$ cat src/rtl/core/gregorian_day_difference_assert.svh
// ----------------------------------------------------------------------------
// Gregorian day difference assertion macros
// Concurrent checks on clk, held off while rst is high; empty under SYNTH.
// ----------------------------------------------------------------------------
`ifndef GREGORIAN_DAY_DIFFERENCE_ASSERT_SVH
`define GREGORIAN_DAY_DIFFERENCE_ASSERT_SVH

`ifndef SYNTH
`define GDD_ASSERT_SAME(label, ante, cons, msg) \
  label: assert property (@(posedge clk) disable iff (rst) (ante) |-> (cons)) else $error(msg);
`define GDD_ASSERT_NEXT(label, ante, cons, msg) \
  label: assert property (@(posedge clk) disable iff (rst) (ante) |=> (cons)) else $error(msg);
`else
`define GDD_ASSERT_SAME(label, ante, cons, msg)
`define GDD_ASSERT_NEXT(label, ante, cons, msg)
`endif

`endif

$ cat src/rtl/core/gdd_pkg.sv
// ----------------------------------------------------------------------------
// gdd_pkg
// Shared widths, codes, calendar tables and lane interface types.
// ----------------------------------------------------------------------------
`default_nettype none

package gdd_pkg;

  localparam int YEAR_W  = 14;
  localparam int SMALL_W = 7;
  localparam int DNUM_W  = 23;
  localparam int COUNT_W = 22;

  localparam int MAX_YEAR = 5000;

  // floor(y / 100) = (y * 5243) >> 19, exact for any 14-bit y
  localparam int DIV100_MUL   = 5243;
  localparam int DIV100_SHIFT = 19;
  localparam int DIV100_PW    = YEAR_W + 13;
  localparam int QUOT_W       = 8;

  typedef enum logic [1:0] {
    ST_OK      = 2'd0,
    ST_INVALID = 2'd1,
    ST_ORDER   = 2'd2
  } status_t;

  typedef struct packed {
    logic s1;
    logic s2;
    logic s3;
  } gdd_stage_en_t;

  typedef struct packed {
    logic [DNUM_W-1:0]  dnum;
    logic               ok;
    logic [YEAR_W-1:0]  year;
    logic [SMALL_W-1:0] month;
  } gdd_date_t;

  function automatic logic [4:0] month_len(input logic [SMALL_W-1:0] m, input logic leap);
    logic [4:0] len;
    unique case (m)
      7'd1, 7'd3, 7'd5, 7'd7, 7'd8, 7'd10, 7'd12: len = 5'd31;
      7'd4, 7'd6, 7'd9, 7'd11:                    len = 5'd30;
      7'd2:                                       len = leap ? 5'd29 : 5'd28;
      default:                                    len = 5'd0;
    endcase
    return len;
  endfunction

  // Days before month index mm of a year that starts in March
  function automatic logic [8:0] month_offset(input logic [3:0] mm);
    logic [8:0] off;
    unique case (mm)
      4'd0:    off = 9'd0;
      4'd1:    off = 9'd31;
      4'd2:    off = 9'd61;
      4'd3:    off = 9'd92;
      4'd4:    off = 9'd122;
      4'd5:    off = 9'd153;
      4'd6:    off = 9'd184;
      4'd7:    off = 9'd214;
      4'd8:    off = 9'd245;
      4'd9:    off = 9'd275;
      4'd10:   off = 9'd306;
      4'd11:   off = 9'd337;
      default: off = 9'd0;
    endcase
    return off;
  endfunction

endpackage

`default_nettype wire

$ cat src/rtl/core/gregorian_day_difference.sv
// ----------------------------------------------------------------------------
// gregorian_day_difference
// Signed day count between two Gregorian dates, with date and order status.
// ----------------------------------------------------------------------------
//
//   channel  dir  tdata (low bit up)                               tuser
//   s_*      in   start_year 14, start_month 7, start_day 7,        -
//                 end_year 14, end_month 7, end_day 7 (56 bits)
//   m_*      out  day_count 22 signed, 2 zero bits                   status 2
//
// One beat in and one beat out per cycle unless m_tready holds the output; the
// path is three lane stages, then the merge register that drives m_*.
// Each stage holds its own valid bit and loads whenever it is empty or the
// stage after it moves, so s_tready stays high while bubbles remain even with
// m_tready low.
// rst clears the valid bits only; payload registers carry no reset.
//
`default_nettype none

module gregorian_day_difference
  import gdd_pkg::*;
(
  input  wire logic        clk,
  input  wire logic        rst,
  input  wire logic        s_tvalid,
  output logic             s_tready,
  input  wire logic [55:0] s_tdata,   // start_year, start_month, start_day,
                                      // end_year, end_month, end_day
  output logic             m_tvalid,
  input  wire logic        m_tready,
  output logic [23:0]      m_tdata,   // day_count, zero pad
  output logic [1:0]       m_tuser    // status
);

  // Unpack the input beat
  logic [YEAR_W-1:0]  start_year;
  logic [SMALL_W-1:0] start_month;
  logic [SMALL_W-1:0] start_day;
  logic [YEAR_W-1:0]  end_year;
  logic [SMALL_W-1:0] end_month;
  logic [SMALL_W-1:0] end_day;

  assign start_year  = s_tdata[13:0];
  assign start_month = s_tdata[20:14];
  assign start_day   = s_tdata[27:21];
  assign end_year    = s_tdata[41:28];
  assign end_month   = s_tdata[48:42];
  assign end_day     = s_tdata[55:49];

  // Pipeline occupancy and per-stage advance
  logic          stage1_valid;
  logic          stage2_valid;
  logic          stage3_valid;
  logic          rdy1;
  logic          rdy2;
  logic          rdy3;
  logic          rdy_out;
  gdd_stage_en_t en;

  assign rdy_out  = !m_tvalid || m_tready;
  assign rdy3     = !stage3_valid || rdy_out;
  assign rdy2     = !stage2_valid || rdy3;
  assign rdy1     = !stage1_valid || rdy2;
  assign s_tready = rdy1;

  assign en.s1 = rdy1;
  assign en.s2 = rdy2;
  assign en.s3 = rdy3;

  always_ff @(posedge clk) begin
    if (rst) begin
      stage1_valid <= 1'b0;
      stage2_valid <= 1'b0;
      stage3_valid <= 1'b0;
      m_tvalid     <= 1'b0;
    end else begin
      if (rdy1) begin
        stage1_valid <= s_tvalid;
      end
      if (rdy2) begin
        stage2_valid <= stage1_valid;
      end
      if (rdy3) begin
        stage3_valid <= stage2_valid;
      end
      if (rdy_out) begin
        m_tvalid <= stage3_valid;
      end
    end
  end

  // One lane per date, both driven by the same stage enables
  gdd_date_t date_a;
  gdd_date_t date_b;

  gdd_lane u_lane_start (
    .clk    (clk),
    .en     (en),
    .year   (start_year),
    .month  (start_month),
    .day    (start_day),
    .result (date_a)
  );

  gdd_lane u_lane_end (
    .clk    (clk),
    .en     (en),
    .year   (end_year),
    .month  (end_month),
    .day    (end_day),
    .result (date_b)
  );

  // Merge into the output register
  logic signed [COUNT_W-1:0] day_count;
  status_t                   status;

  gdd_merge u_merge (
    .clk       (clk),
    .en        (rdy_out),
    .date_a    (date_a),
    .date_b    (date_b),
    .day_count (day_count),
    .status    (status)
  );

  assign m_tdata = {2'b00, day_count};
  assign m_tuser = status;

`include "gregorian_day_difference_assert.svh"

  `GDD_ASSERT_NEXT(a_accept_fills_stage1, s_tvalid && s_tready, stage1_valid, "accepted beat lost at stage 1")
  `GDD_ASSERT_NEXT(a_stage3_reaches_out, stage3_valid && rdy_out, m_tvalid, "stage 3 beat did not reach output")
  `GDD_ASSERT_SAME(a_bad_status_zero, m_tvalid && (m_tuser != ST_OK), m_tdata == 24'd0, "nonzero count with error status")

endmodule

`default_nettype wire

$ cat src/rtl/core/gdd_lane.sv
// ----------------------------------------------------------------------------
// gdd_lane
// Three-stage date check and day-number conversion for one date.
// ----------------------------------------------------------------------------
`default_nettype none

module gdd_lane
  import gdd_pkg::*;
(
  input  wire logic                clk,
  input  wire gdd_stage_en_t       en,
  input  wire logic [YEAR_W-1:0]   year,
  input  wire logic [SMALL_W-1:0]  month,
  input  wire logic [SMALL_W-1:0]  day,
  output gdd_date_t                result
);

  // stage 1: capture, quotient by 100
  logic [YEAR_W-1:0]      y1;
  logic [SMALL_W-1:0]     m1;
  logic [SMALL_W-1:0]     d1;
  logic [QUOT_W-1:0]      q1;
  logic [DIV100_PW-1:0]   div_prod;

  assign div_prod = DIV100_PW'(year) * DIV100_PW'(DIV100_MUL);

  always_ff @(posedge clk) begin
    if (en.s1) begin
      y1 <= year;
      m1 <= month;
      d1 <= day;
      q1 <= div_prod[DIV100_SHIFT +: QUOT_W];
    end
  end

  // stage 2: leap year, validity, shifted year and month
  logic [14:0]         q_x100;
  logic [14:0]         rem;
  logic                div100;
  logic                leap;
  logic                early;
  logic                ok_c;
  logic [YEAR_W-1:0]   yy_c;
  logic [QUOT_W-1:0]   qq_c;
  logic [SMALL_W-1:0]  mm_c;

  always_comb begin
    q_x100 = 15'(q1) * 15'd100;
    rem    = 15'(y1) - q_x100;
    div100 = (rem == 15'd0);
    leap   = ((y1[1:0] == 2'd0) && !div100) || (div100 && (q1[1:0] == 2'd0));
    early  = (m1 <= 7'd2);
    yy_c   = early ? y1 - 14'd1 : y1;
    qq_c   = (early && div100) ? q1 - 8'd1 : q1;
    mm_c   = early ? m1 + 7'd9 : m1 - 7'd3;
    ok_c   = (y1 >= 14'd1) && (y1 <= YEAR_W'(MAX_YEAR)) &&
             (m1 >= 7'd1) && (m1 <= 7'd12) &&
             (d1 >= 7'd1) && (d1 <= 7'(month_len(m1, leap)));
  end

  logic [DNUM_W-1:0]   p365;
  logic [YEAR_W-1:0]   yy2;
  logic [QUOT_W-1:0]   qq2;
  logic [8:0]          off2;
  logic [4:0]          d2;
  logic                ok2;
  logic [YEAR_W-1:0]   y2;
  logic [SMALL_W-1:0]  m2;

  always_ff @(posedge clk) begin
    if (en.s2) begin
      p365 <= DNUM_W'(yy_c) * DNUM_W'(365);
      yy2  <= yy_c;
      qq2  <= qq_c;
      off2 <= month_offset(mm_c[3:0]);
      d2   <= d1[4:0];
      ok2  <= ok_c;
      y2   <= y1;
      m2   <= m1;
    end
  end

  // stage 3: add up the day number
  logic [DNUM_W-1:0] dnum_c;

  assign dnum_c = p365 + DNUM_W'(yy2[YEAR_W-1:2]) - DNUM_W'(qq2)
                + DNUM_W'(qq2[QUOT_W-1:2]) + DNUM_W'(off2) + DNUM_W'(d2);

  always_ff @(posedge clk) begin
    if (en.s3) begin
      result.dnum  <= dnum_c;
      result.ok    <= ok2;
      result.year  <= y2;
      result.month <= m2;
    end
  end

endmodule

`default_nettype wire

$ cat src/rtl/core/gdd_merge.sv
// ----------------------------------------------------------------------------
// gdd_merge
// Combine both lanes: validity and order status, day-number difference.
// ----------------------------------------------------------------------------
`default_nettype none

module gdd_merge
  import gdd_pkg::*;
(
  input  wire logic                 clk,
  input  wire logic                 en,
  input  wire gdd_date_t            date_a,
  input  wire gdd_date_t            date_b,
  output logic signed [COUNT_W-1:0] day_count,
  output status_t                   status
);

  status_t            status_c;
  logic [COUNT_W-1:0] count_c;
  logic [DNUM_W-1:0]  diff;

  assign diff = date_b.dnum - date_a.dnum;

  always_comb begin
    count_c = '0;
    priority if (!(date_a.ok && date_b.ok)) begin
      status_c = ST_INVALID;
    end else if ((date_b.year < date_a.year) ||
                 ((date_b.year == date_a.year) && (date_b.month < date_a.month))) begin
      status_c = ST_ORDER;
    end else begin
      status_c = ST_OK;
      count_c  = diff[COUNT_W-1:0];
    end
  end

  always_ff @(posedge clk) begin
    if (en) begin
      day_count <= count_c;
      status    <= status_c;
    end
  end

endmodule

`default_nettype wire
$ cat config.mk
export PLATFORM = sky130hd
export DESIGN_NAME = gregorian_day_difference
export DESIGN_NICKNAME = d
export VERILOG_FILES = /design/src/rtl/core/gdd_pkg.sv /design/src/rtl/core/gregorian_day_difference.sv /design/src/rtl/core/gdd_lane.sv /design/src/rtl/core/gdd_merge.sv
export VERILOG_INCLUDE_DIRS = /design/src /design/src/rtl/core
export SDC_FILE = /design/constraint.sdc
export NUM_CORES = 1
export LEC_CHECK = 0
export BUFFER_PORTS_ARGS = -buffer_cell sky130_fd_sc_hd__buf_2
export CORE_MARGIN = 2
export CORE_UTILIZATION = 35
export CTS_CLUSTER_DIAMETER = 80
export DETAILED_ROUTE_END_ITERATION = 10
export GPL_ROUTABILITY_DRIVEN = 1
export GPL_TIMING_DRIVEN = 0
export PLACE_DENSITY_LB_ADDON = 0.05
export SLEW_MARGIN = 25
export SYNTH_ARGS = -nofsm -noshare
export SYNTH_HDL_FRONTEND = slang
export SYNTH_SLANG_ARGS = --single-unit
$ cat constraint.sdc
create_clock -name clk -period 6.5 [get_ports clk]
set_input_delay 0.65 -clock clk [delete_from_list [all_inputs] [get_ports clk]]
set_output_delay 0.65 -clock clk [all_outputs]
set_load 0.02 [all_outputs]
Word-level counts from Yosys, hierarchy flattened
Memories as Yosys holds them, arrays and structs flattened. A register that Yosys moved wholly into a read port is not among the register bits.
Cells that the tools add are included.
Widths: inputs -> output; s select.
- register bits after elaboration: 330
- memory bits (read-only): 288
- input port bits: 60
- output and inout port bits: 28
- word-level logic and storage cells: 160
- memories kept: 2
- add/sub/neg operators: 21
- multiply operators: 6
- order comparisons: 16
- equality and inequality tests: 25
- mux-type cells: 11
- bitwise logic cells: 1
- reductions and logical operators: 42
- memory list (name ; words ; bits a word ; read ports ; clocked after Yosys merged registers in ; wr ports ; RTL line ; text):
    (name not given) ; 16 ; 9 ; 1 ; 1 ; 0 ; gdd_pkg.sv:55 ; unique case (mm)
    (name not given) ; 16 ; 9 ; 1 ; 1 ; 0 ; gdd_pkg.sv:55 ;
- operators by type and width (operator ; number):
    $eq 7x4->1 const B ; 10
    $eq 7x3->1 const B ; 8
    $mul 14x13->27 const B ; 2
    $add 22x12->22 ; 2
    $add 22x5->22 ; 2
    $add 22x6->22 ; 2
    $add 22x9->22 ; 2
    $mul 14x9->22 const B ; 2
    $sub 22x8->22 ; 2
    $logic_not 15->1 ; 2
    $pmux 5 s3 ; 2
    $sub 14x15->15 ; 2
    $eq 7x2->1 const B ; 4
    $ge 14x1->1 const B ; 2
    $ge 7x1->1 const B ; 4
    $le 14x13->1 const B ; 2
    $mux 14 ; 2
    $sub 14x1->14 const B ; 2
    $mul 8x5->13 const B ; 2
    $sub 22x22->22 ; 1
    $logic_and 1x1->1 ; 18
    $mux 8 ; 2
    $sub 8x1->8 const B ; 2
    $eq 14x14->1 ; 1
    18 further kinds ; 42

Logic depth before layout (Yosys ltp)
Gate-level depths: netlist of the first run.
- word-level depth: 10
- depth in mapped cells: 28
- mapped depth without buffers: 27

Modules after synthesis
A second synthesis of the first run with hierarchy kept.
- cells, all modules: 2852
- area, all modules: 32188.4 µm²
- modules (own cells, without submodules) (module ; instances ; cells each ; area an instance (µm²) ; seq. area each (µm²)):
    gdd_lane at u_lane_start ; 1 ; 1282 ; 14785.4 ; 4804.6
    gdd_lane at u_lane_end ; 1 ; 1255 ; 14631.5 ; 4804.6
    gdd_merge ; 1 ; 296 ; 2583.7 ; 720.7
    gregorian_day_difference ; 1 ; 19 ; 187.7 ; 80.1

Least setup slack after synthesis of the first run
No wires, ideal clock.
- path kind: reg2reg
- start point: register u_lane_end.m1[3]
- end point: register u_lane_end.p365[20], data pin
- library setup time: 0.258 ns
- data arrival time: 5.776 ns
- required time: 6.242 ns
- slack: 0.466 ns
- stages on the path, launching flop included: 23
- buffers on the path: 1
- clock period less this slack: 6.034 ns
- cells stage by stage: edfxtp_1 buf_2 nor2_2 nand3_1 or4_1 or2_1 nor3_1 xnor2_1 inv_1 ha_1 inv_1 fa_1 fa_1 inv_1 fa_1 ha_1 and3_1 a21oi_1 o21ai_0 o41ai_1 o2111ai_1 a21oi_1 xnor2_1
- word-level cells in the longest chain between the ends: 3
- ends and longest elaborated chain (what ; RTL line ; text):
    from (decl) ; gdd_lane.sv:20 ; logic [SMALL_W-1:0] m1;
    from (signal assigned) ; gdd_lane.sv:30 ; m1 <= month;
    $le 7x2->1 ; gdd_lane.sv:52 ; early = (m1 <= 7'd2);
    $mux 14 ; gdd_lane.sv:53 ; yy_c = early ? y1 - 14'd1 : y1;
    net u_lane_end.yy_c[13] ; gdd_lane.sv:43 ; logic [YEAR_W-1:0] yy_c;
    $mul 14x9->22 ; gdd_lane.sv:72 ; p365 <= DNUM_W'(yy_c) * DNUM_W'(365);
    to (signal assigned) ; gdd_lane.sv:72 ;
    to (decl) ; gdd_lane.sv:61 ; logic [DNUM_W-1:0] p365;
The timed path passes the listed nets, and every way through them passes these cells.
A chain may end at the register's enable or synchronous reset.

Worst setup path in the final report of the first run
- start point: register u_lane_end.y1[2]
- end point: register u_lane_end.p365[21], data pin
- word-level cells in the longest chain between the ends: 3
- ends and longest elaborated chain (what ; RTL line ; text):
    from (decl) ; gdd_lane.sv:19 ; logic [YEAR_W-1:0] y1;
    from (signal assigned) ; gdd_lane.sv:29 ; y1 <= year;
    $sub 14x1->14 ; gdd_lane.sv:53 ;
    $mux 14 ; gdd_lane.sv:53 ;
    net u_lane_end.yy_c[9] ; gdd_lane.sv:43 ;
    $mul 14x9->22 ; gdd_lane.sv:72 ;
The timed path passes the listed nets, and every way through them passes these cells.

==> results.md, run 1 <==
* Hold EP: u_lane_end.m1[6]
* # rows at approximately 110
* H-tree Lvls at 2
* Number of synthesis warnings at 0
* CTS clk-pin slew, worst paths at around 50 ps
* Largest area contributor in the netlist: edfxtp_1
* CP startpoint: u_lane_end.y1[2]
* Final ANT Viol Nets at 0
* CTS tree: built
* Total CTS buffers at 47
* Diodes inserted at 0
* Total gr overflow at 0
* Synth unique cells at 82
* Ranking of synthesized cells by area: edfxtp_1 33%, ha_1 22%, fa_1 18%, inv_1 7.0%, xnor2_1 3.2%
* Post-synthesis sequential area ratio at between 30% and 40%
* Post-Syn Instances at approximately 2800
* Min-delay worst type: primary input to flip-flop
* Critical R2R Launch: u_lane_end.y1[2]
* Layout area overhead at 13.5%
* Yosys reg bits at about 340
* Total GRT Usage at approximately 16%
* Vias at 19900
* Die width at between 300 and 400 µm
* Worst slew pin tran at 1110 ps
* Fraction of layout cells with a size suffix above 1 at between 9 and 10%
* Worst EP required at between 6000 and 7000 ps
* Maxcap violations at 0
* Critical Path Sink Type: flip-flop
* Clock Sinks at 344
* Vias in the first global route at between 20000 and 25000
* Storage element area at slightly above 0.01 mm²
* Synth Cell Area at 0.0314 mm²
* R2r setup slk at 230 ps
* Largest net degree at the start of global routing at 82
* Slew Viols, Final at 0
* Core Area at slightly below 0.09 mm²
* Maximum clock path buffer count at 3
* Ys flop type: edfxtp_1
* Global placer's final weighted congestion at 0.793
* FF-to-FF End: u_lane_end.p365[21]
* Async set-reset flop share out of synthesis at 0%
* Syn Area/Cell at approximately 11 µm²
* Final Util at 40.2%
* Worst Reg-to-Reg Cells at 19
* Global-route wire length before repair at roughly 110 mm
* Fin nets at 3847
* EDFF count, synth at 340
* DR pass1 iterations at 6
* Number of buffers added on ports at 85
* Worst hold slack at around 250 ps
* Area of the multi-input gates at 0.0193 mm²
* Area share of the largest cell type after synthesis at about a third
* Io pins at 88
* Routed wire length at about 69 mm
* Initial antenna violation count at 2
* Status: complete, no violations
* Die area at 0.0921 mm²
* Rel. slew slack at ~25%
* Drc violations at 0
* WS Path Type: flip-flop to flip-flop
* Initial Utilization at 35.4%
* Post-detail-place hpwl at 57.4 mm
* Crit path time final at ~6300 ps
* Die height at 304 µm
* Max Clock Skew at between 20 and 30 ps
* Hold depth at 1
* Min-delay src: s_tdata[48]
* DR iter-0 viols at 786
* Crit Path Max Fanout at 5
* Startpoint types: flip-flop
* Setup-failing EPs final at 0
* Worst Path Arrival at 6570 ps
* Wirelength per Cell at between 15 and 20 µm
* Routed vias/inst at roughly 4.8
* Hold Violations, Final at 0
* Fill cells at around 8600
* Clk_lat worst skew at approximately 580 ps
* FMAX at ~0.16 GHz
* CTS Root Cell: clkbuf_16
* Tcrit/Tclk final at a little over nine tenths
* Final setup TNS at 0 ps
==> state kept, by name, indices dropped and copies added (netlist names), 20 cells and up <==
signal               count
u_merge.day_count       22
u_lane_start.p365       20
u_lane_start.result     44
u_lane_end.result       44
u_lane_end.p365         20
==> final cells by class <==
| class | count | share of cell area, % |
|---|---|---|
| Clock buffer | 61 | 3.62 |
| Timing Repair Buffer | 115 | 2.03 |
| Inverter | 586 | 6.20 |
| Tap cell | 1165 | 4.09 |
| Clock inverter | 26 | 0.948 |
| Sequential cell | 344 | 28.9 |
| Multi-Input combinational cell | 1853 | 54.0 |
| Buffer | 15 | 0.200 |
==> Yosys cell counts, types with 3 or more instances <==
master       n
or4_1        4
o31ai_1     12
nor2b_1     26
nor4_1       9
edfxtp_1   340
o21a_1      29
a2111oi_0    4
xnor2_1    113
or4b_2       3
a21oi_1     95
or2_2        3
and2_1      12
or3_1       15
nand2_1     85
o21ai_0     63
o2111ai_1    9
mux2i_1      5
fa_1       277
a31oi_1     10
o21bai_1    13
nor2_1     144
o211ai_1    15
a211oi_1    15
xor2_1      50
and3_1      19
nand2b_1    23
a31o_2       6
nand4_1     19
o41ai_1      7
clkbuf_1    11
nand3b_1     5
a21boi_0     6
ha_1       548
a221oi_1     7
o311ai_0     8
inv_1      586
dfxtp_1      4
nand3_1     45
nor3_1      59
o31a_1       8
a211o_1      4
a21o_1      35
==> worst max path at each step <==
stage                                       end  slack (ps)  depth (start not counted)
after floorplan             u_lane_end.p365[20]         470                         22
after CTS                   u_lane_end.p365[21]          40                         22
after global routing        u_lane_end.p365[21]         -80                         18
after global placement    u_lane_start.p365[20]        -970                         21
after detailed placement  u_lane_start.p365[20]        -980                         21
final                       u_lane_end.p365[21]         230                         19
==> layout by cell type (no fill, tap or decap), types with 8 or more instances in the layout <==
| cell type | count |
|---|---|
| a211oi_1 | 13 |
| o31a_1 | 8 |
| clkbuf_1 | 20 |
| nor2_1 | 143 |
| a21oi_1 | 94 |
| inv_1 | 582 |
| o31ai_1 | 11 |
| nor3_1 | 54 |
| edfxtp_1 | 340 |
| and3_1 | 19 |
| o211ai_1 | 15 |
| a21o_1 | 35 |
| nand2_1 | 81 |
| nand4_1 | 19 |
| o21a_1 | 29 |
| o21bai_1 | 13 |
| fa_1 | 277 |
| nand3_1 | 44 |
| a31oi_1 | 10 |
| xor2_1 | 41 |
| nor2b_1 | 26 |
| o21ai_0 | 60 |
| or3_1 | 14 |
| ha_1 | 540 |
| xnor2_1 | 107 |
| buf_4 | 28 |
| xor2_2 | 9 |
| o2111ai_1 | 9 |
| and2_1 | 12 |
| buf_2 | 85 |
| o311ai_0 | 8 |
| clkbuf_16 | 49 |
| nand2b_1 | 23 |
==> metal layers <==
metal	GRT usage, %	part of all wire [%]	vias to the layer above
met3	1.63	2.6	84
met5	0	0	-
met1	21.2	48	9676
met4	4.62	2.5	0
met2	26.2	47	243
li1	-	-	9872
==> worst max-delay path: stages, from the launching register on <==
cell and delay [ps]:
edfxtp_1 510, or3_4 420, or4_4 540, or2_4 320, nor2_2 140, xor2_2 140, buf_4 160, ha_4 220
fa_1 490, fa_1 570, fa_1 460, ha_4 270, o21a_1 100, o31a_1 140, o41ai_2 380, o21ai_1 130
o41a_1 450, a211o_1 280, a21oi_1 170, xnor2_1 90
==> stage by stage <==
| step | worst slack, ps | cells | area [µm²] |
|---|---|---|---|
| after floorplan | 466 | 2799 | 31400 |
| after CTS | 40.3 | 4144 | 35300 |
| after global routing | -76.4 | 4165 | 35600 |
| after detailed placement | -980 | 4052 | 33400 |
| final | 235 | 4165 | 35600 |
| after global placement | -967 | 4049 | 33300 |
==> cell families after synthesis <==
family	after synthesis	synth area share, %
XOR/XNOR	164	4.62
AO/OA/AOI/OAI	369	8.03
flip-flops	344	32.8
AND/OR/NAND/NOR	487	7.67
other	1	0.0119
multiplexers	6	0.195
buffers and inverters	602	7.22
adder cells (fa/ha/maj)	825	39.5
==> repair_timing <==
item | CTS | global route
setup buffers | 6 | 21
resized for setup | 32 | 38
hold buffers | 0 | 0
pin swaps | 1 | 17
setup endpoints to repair | 18 | 14
Power of run 1 is left out: the tool's default activity adds up to more than one toggle a clock period on the data nets, which glitch-free logic cannot reach.
==> run 2: changes to the inputs <==
--- a/config.mk
+++ b/config.mk
@@ -9,11 +9,13 @@
 export BUFFER_PORTS_ARGS = -buffer_cell sky130_fd_sc_hd__buf_2
 export CORE_MARGIN = 2
 export CORE_UTILIZATION = 35
+export CTS_BUF_LIST = sky130_fd_sc_hd__clkbuf_4 sky130_fd_sc_hd__clkbuf_8
 export CTS_CLUSTER_DIAMETER = 80
 export DETAILED_ROUTE_END_ITERATION = 10
 export GPL_ROUTABILITY_DRIVEN = 1
 export GPL_TIMING_DRIVEN = 0
 export PLACE_DENSITY_LB_ADDON = 0.05
+export SKIP_LAST_GASP = 1
 export SLEW_MARGIN = 25
 export SYNTH_ARGS = -nofsm -noshare
 export SYNTH_HDL_FRONTEND = slang
==> results.md, run 2 (synthesized netlist as in run 1, its figures left out) <==
* Global-route wire length before repair at 113 mm (+0.76%)
* CTS tree: built
* Setup slack after layout at 218 ps (-16.8 ps)
* Vias at 20000 (+0.56%)
* DR iter-0 viols at 757 (-3.7%)
* Crit path time final at 6280 ps (+16.8 ps)
* Status: complete, no violations
* Total GRT Usage at 15.7% (+0.18 points)
* Hold-fix buffers, CTS at 0 (unchanged)
* Layout area overhead at 12.7%
* Final ANT Viol Nets at 0 (unchanged)
* Maximum clock path buffer count at 3 (unchanged)
* Routed wire length at 70.0 mm (+0.94%)
* Commonest non-fill, non-tap cell in the layout: inv_1
* Io pins at 88 (unchanged)
* Min-delay worst type: primary input to flip-flop
* Wirelength per Cell at 16.7 µm (+0.15%)
* Largest net degree at the start of global routing at 82 (unchanged)
* Tcrit/Tclk final at 96.6% (+0.26 points)
* Global placer's final weighted congestion at 0.793 (unchanged)
* Critical R2R Launch: u_lane_end.y1[2]
* Worst EP required at 6880 ps (+70 ps)
* Slew Viols, Final at 0 (unchanged)
* FMAX at 0.159 GHz (-0.27%)
* Post-detail-place hpwl at 57.4 mm (unchanged)
* Max Clock Skew at 53.2 ps (+27.2 ps)
* Final setup TNS at 0 ps (unchanged)
* Core Area at 0.0886 mm² (unchanged)
* Total CTS buffers at 70 (+49%)
* Initial Utilization at 35.4% (unchanged)
* Min-delay src: s_tdata[53]
* WS Path Type: flip-flop to flip-flop
* Worst Path Arrival at 6660 ps (+90 ps)
* Die width at 304 µm (unchanged)
* Final Util at 39.9% (-0.27 points)
* Worst slew pin tran at 1010 ps (-97.3 ps)
* H-tree Lvls at 3 (+1)
* Routed vias/inst at 4.76 (-0.23%)
* CTS clk-pin slew, worst paths at 60 ps (about the same)
* RSZ-0062 raised after global routing: yes
* CP startpoint: u_lane_end.y1[2]
* Critical Path Sink Type: flip-flop
* Setup-failing EPs final at 0 (unchanged)
* Hold Violations, Final at 0 (unchanged)
* Maxcap violations at 0 (unchanged)
* Die area at 0.0921 mm² (unchanged)
* Die height at 304 µm (unchanged)
* Vias in the first global route at 21200 (+1.0%)
* DP Worst Slack at -980 ps (unchanged)
* CTS Root Cell: clkbuf_8
* Startpoint types: flip-flop
* Clock Sinks at 344 (unchanged)
* Number of buffers added on ports at 85 (unchanged)
* Area of the multi-input gates at 0.0193 mm² (about the same)
* Fraction of layout cells with a size suffix above 1 at 10.3% (+1.2 points)
* Storage element area at 0.0103 mm² (unchanged)
* Rel. slew slack at 32.5% (+7.2 points)
* Fill cells at 8628 (+0.38%)
* Commonest cells after routing, fill and taps aside: 581 x inv_1, 540 x ha_1, 340 x edfxtp_1
* # rows at 109 (unchanged)
* DR pass1 iterations at 5 (-1)
* Top flop regs: u_lane_end.result (44), u_lane_start.result (44), u_merge.day_count (22)
* Fin nets at 3870 (+0.60%)
* Crit Path Max Fanout at 5 (unchanged)
* Drc violations at 0 (unchanged)
* Clk_lat worst skew at 670 ps (+90 ps)
* Total gr overflow at 0 (unchanged)
* Initial antenna violation count at 2 (unchanged)
## run 2: per-stage QoR
step / area (µm²) / cells / hold slack, ps
final: 35400 / 4198 / 165
after detailed placement: 33400 / 4052 / 405
after global routing: 35400 / 4198 / 96.9
after CTS: 35000 / 4174 / 104
after floorplan: 31400 / 2799 / 400
after global placement: 33300 / 4049 / 404
## run 2: final cells by class
| type | count | area share, % |
|---|---|---|
| Buffer | 14 | 0.191 |
| Antenna cell | 1 | 0.00707 |
| Inverter | 586 | 6.23 |
| Sequential cell | 344 | 29.1 |
| Timing Repair Buffer | 116 | 2.06 |
| Multi-Input combinational cell | 1853 | 54.4 |
| Clock buffer | 95 | 3.32 |
| Clock inverter | 24 | 0.573 |
| Tap cell | 1165 | 4.12 |
## run 2: path summary, 6_finish.rpt
check                                 end  slack, ps  cells past startpoint
setup / recovery      u_lane_end.p365[21]        220                     19
hold / removal           u_lane_end.d1[4]        160                      1
setup reg to reg      u_lane_end.p365[21]        220                     19
hold reg to reg   u_lane_start.result[13]        390                      0
## run 2: metal layers
metal	routed length, µm	share of wire (%)	GRT usage, %
met1	33600	48	21.2
met2	32800	47	26.3
met3	2060	2.9	2.43
met4	1530	2.2	4.25
met5	0	0	0
## run 2: critical path: stages (launching register included)
cell and delay (ps):
edfxtp_1 510, or3_4 430, or4_4 540, or2_4 320, nor2_2 140, xor2_2 140, buf_4 160, ha_4 220
fa_1 490, fa_1 580, fa_1 460, ha_4 270, o21a_1 100, o31a_1 140, o41ai_2 390, o21ai_1 130
o41a_1 450, a211o_1 280, a21oi_1 170, xnor2_1 90
## run 2: timing repair
item,CTS,global route
buffers inserted,4,24
gates resized for setup,32,39
pin swaps,0,18
setup endpoints to repair,18,15
Power of run 2 is left out for the same reason.
==> run 3: changes to the inputs <==
--- a/config.mk
+++ b/config.mk
@@ -6,6 +6,7 @@
 export SDC_FILE = /design/constraint.sdc
 export NUM_CORES = 1
 export LEC_CHECK = 0
+export ABC_AREA = 0
 export BUFFER_PORTS_ARGS = -buffer_cell sky130_fd_sc_hd__buf_2
 export CORE_MARGIN = 2
 export CORE_UTILIZATION = 35
@@ -15,6 +16,7 @@
 export GPL_ROUTABILITY_DRIVEN = 1
 export GPL_TIMING_DRIVEN = 0
 export PLACE_DENSITY_LB_ADDON = 0.05
+export REMOVE_ABC_BUFFERS = 1
 export SKIP_LAST_GASP = 1
 export SLEW_MARGIN = 25
 export SYNTH_ARGS = -nofsm -noshare
==> constraint.sdc (replaced) <==
create_clock -name clk -period 6 [get_ports clk]
set_input_delay 0.6 -clock clk [delete_from_list [all_inputs] [get_ports clk]]
set_output_delay 0.6 -clock clk [all_outputs]
set_load 0.02 [all_outputs]
==> results.md, run 3 (synthesized netlist as in run 1, its figures left out) <==
* Max Clock Skew at 45.9 ps (-7.31 ps)
* Placed cells at 4038 (-0.35%)
* Min-delay worst type: primary input to flip-flop
* Initial antenna violation count at 2 (unchanged)
* Crit path time final at 6080 ps (-198 ps)
* CTS clk-pin slew, worst paths at 60 ps (about the same)
* Startpoint types: flip-flop
* Setup slack after layout at -84.6 ps (-302 ps)
* Total gr overflow at 0 (unchanged)
* Vias in the first global route at 21400 (+1.1%)
* Slowest CP cell: fa_2
* Fraction of layout cells with a size suffix above 1 at 12.5% (+2.3 points)
* Area of the multi-input gates at 0.0196 mm² (+1.8%)
* Slew Viols, Final at 0 (unchanged)
* Failing checks: setup timing
* Io pins at 88 (unchanged)
* Rel. slew slack at 35.0% (+2.4 points)
* CTS Root Cell: clkbuf_8
* Maximum clock path buffer count at 3 (unchanged)
* Largest net degree at the start of global routing at 77 (-6.1%)
* CTS tree: built
* Worst hold slack at 130 ps (-34.2 ps)
* Die area at 0.0921 mm² (unchanged)
* Design Area, Final at 0.0361 mm² (+1.9%)
* Core Area at 0.0886 mm² (unchanged)
* RSZ-0062 raised after global routing: yes
* Total CTS buffers at 68 (-2.9%)
* Initial Utilization at 35.4% (unchanged)
* Clock Sinks at 344 (unchanged)
* Die height at 304 µm (unchanged)
* Number of buffers added on ports at 85 (unchanged)
* Hold Violations, Final at 0 (unchanged)
* Wirelength per Cell at 16.8 µm (+0.58%)
* Worst slew pin tran at 965 ps (-45.9 ps)
* Routed wire length at 70.8 mm (+1.1%)
* Tcrit/Tclk final at 101% (+4.8 points)
* Vias at 20100 (+0.75%)
* Commonest cells after routing, fill and taps aside: 576 x inv_1, 531 x ha_1, 340 x edfxtp_1
* Die width at 304 µm (unchanged)
* Worst path max stage delay at 560 ps (-20 ps)
* Routed vias/inst at 4.77 (+0.27%)
* # rows at 109 (unchanged)
* Top flop regs: u_lane_end.result (44), u_lane_start.result (44), u_merge.day_count (22)
* Final Instance Count excl. Fillers at 4218 (+0.48%)
* H-tree Lvls at 3 (unchanged)
* Post-detail-place hpwl at 56.8 mm (-0.96%)
* Buf/Inv on CP at 3 (+2)
* Commonest non-fill, non-tap cell in the layout: inv_1
* FMAX at 0.164 GHz (+3.2%)
* Layout area overhead at 14.8%
* DR iter-0 viols at 858 (+13%)
* Crit Path Max Fanout at 5 (unchanged)
* Clk_lat worst skew at 650 ps (-20 ps)
* Global-route wire length before repair at 114 mm (+1.3%)
* Storage element area at 0.0103 mm² (unchanged)
* Final ANT Viol Nets at 0 (unchanged)
* Global placer's final weighted congestion at 0.822 (+3.6%)
* Area post-placement at 0.0334 mm² (about the same)
* Cell family with most CP delay: adder cells
* DP Worst Slack at -1450 ps (-475 ps)
* CP Cell Sequence: or3_4 -> or4_4 -> or2_4 -> nor3_4 -> xnor2_4 -> inv_2 -> ha_4 -> inv_4 -> fa_1 -> fa_2 -> inv_2 -> fa_2 -> ha_4 -> and3_4 -> a21oi_2 -> o21ai_2 -> o41a_1 -> a211o_1 -> a21oi_2 -> xnor2_1
* WS Path Type: flip-flop to flip-flop
* Fin nets at 3887 (+0.44%)
* Critical Path Sink Type: flip-flop
* DR pass1 iterations at 8 (+3)
* Worst Path Arrival at 6460 ps (-200 ps)
* Maxcap violations at 0 (unchanged)
* Fill cells at 8635 (+0.081%)
* Status: finished, violations left
* Drc violations at 0 (unchanged)
* Setup-failing EPs final at 2 (+2)
* Total GRT Usage at 15.9% (+0.17 points)
* Worst EP required at 6380 ps (-500 ps)
[run 3: repair_timing]
action	4_1_cts	5_1_grt
cloned	0	0
gates resized for setup	74	57
endpoints found under the setup margin	26	16
buffers inserted	37	22
pin swaps	26	32
hold buffers	0	0
[run 3: final timing paths]
kind	from	endpoint	slack [ps]	cells past startpoint
setup / recovery	u_lane_end.y1[3]	u_lane_end.p365[21]	-80	20
hold / removal	s_tdata[19]	u_lane_start.m1[5]	130	1
setup reg to reg	u_lane_end.y1[3]	u_lane_end.p365[21]	-80	20
hold reg to reg	u_lane_end.y2[6]	u_lane_end.result[13]	400	0
[run 3: metal layers]
| metal | global-route usage (%) | wire (µm) | up-vias |
|---|---|---|---|
| li1 | - | - | 9952 |
| met1 | 21.6 | 33600 | 9823 |
| met2 | 26.6 | 33500 | 265 |
| met3 | 2.03 | 2040 | 95 |
| met4 | 4.84 | 1650 | 0 |
| met5 | 0 | 0 | - |
[run 3: final cells by class]
class	count	area share, %
Inverter	586	6.13
Sequential cell	344	28.5
Timing Repair Buffer	149	2.85
Tap cell	1165	4.04
Antenna cell	1	0.00694
Clock inverter	33	1.03
Clock buffer	87	3.01
Multi-Input combinational cell	1853	54.4
[run 3: worst register-to-register path, stage by stage (launching register included)]
cell      delay [ps]
edfxtp_1         460
or3_4            430
or4_4            510
or2_4            320
nor3_4           290
xnor2_4          190
inv_2            100
ha_4             290
inv_4             40
fa_1             490
fa_2             550
inv_2             40
fa_2             560
ha_4             220
and3_4           180
a21oi_2          110
o21ai_2           80
o41a_1           470
a211o_1          290
a21oi_2          130
xnor2_1           80
[run 3: metrics by stage]
step	utilization [%]	setup TNS (ps)
after floorplan	-	-104
after global placement	37.5	-29950
after detailed placement	37.7	-21680
after CTS	40.2	-52.0
after global routing	40.7	-776
final	40.7	-112
Power of run 3 is left out for the same reason.
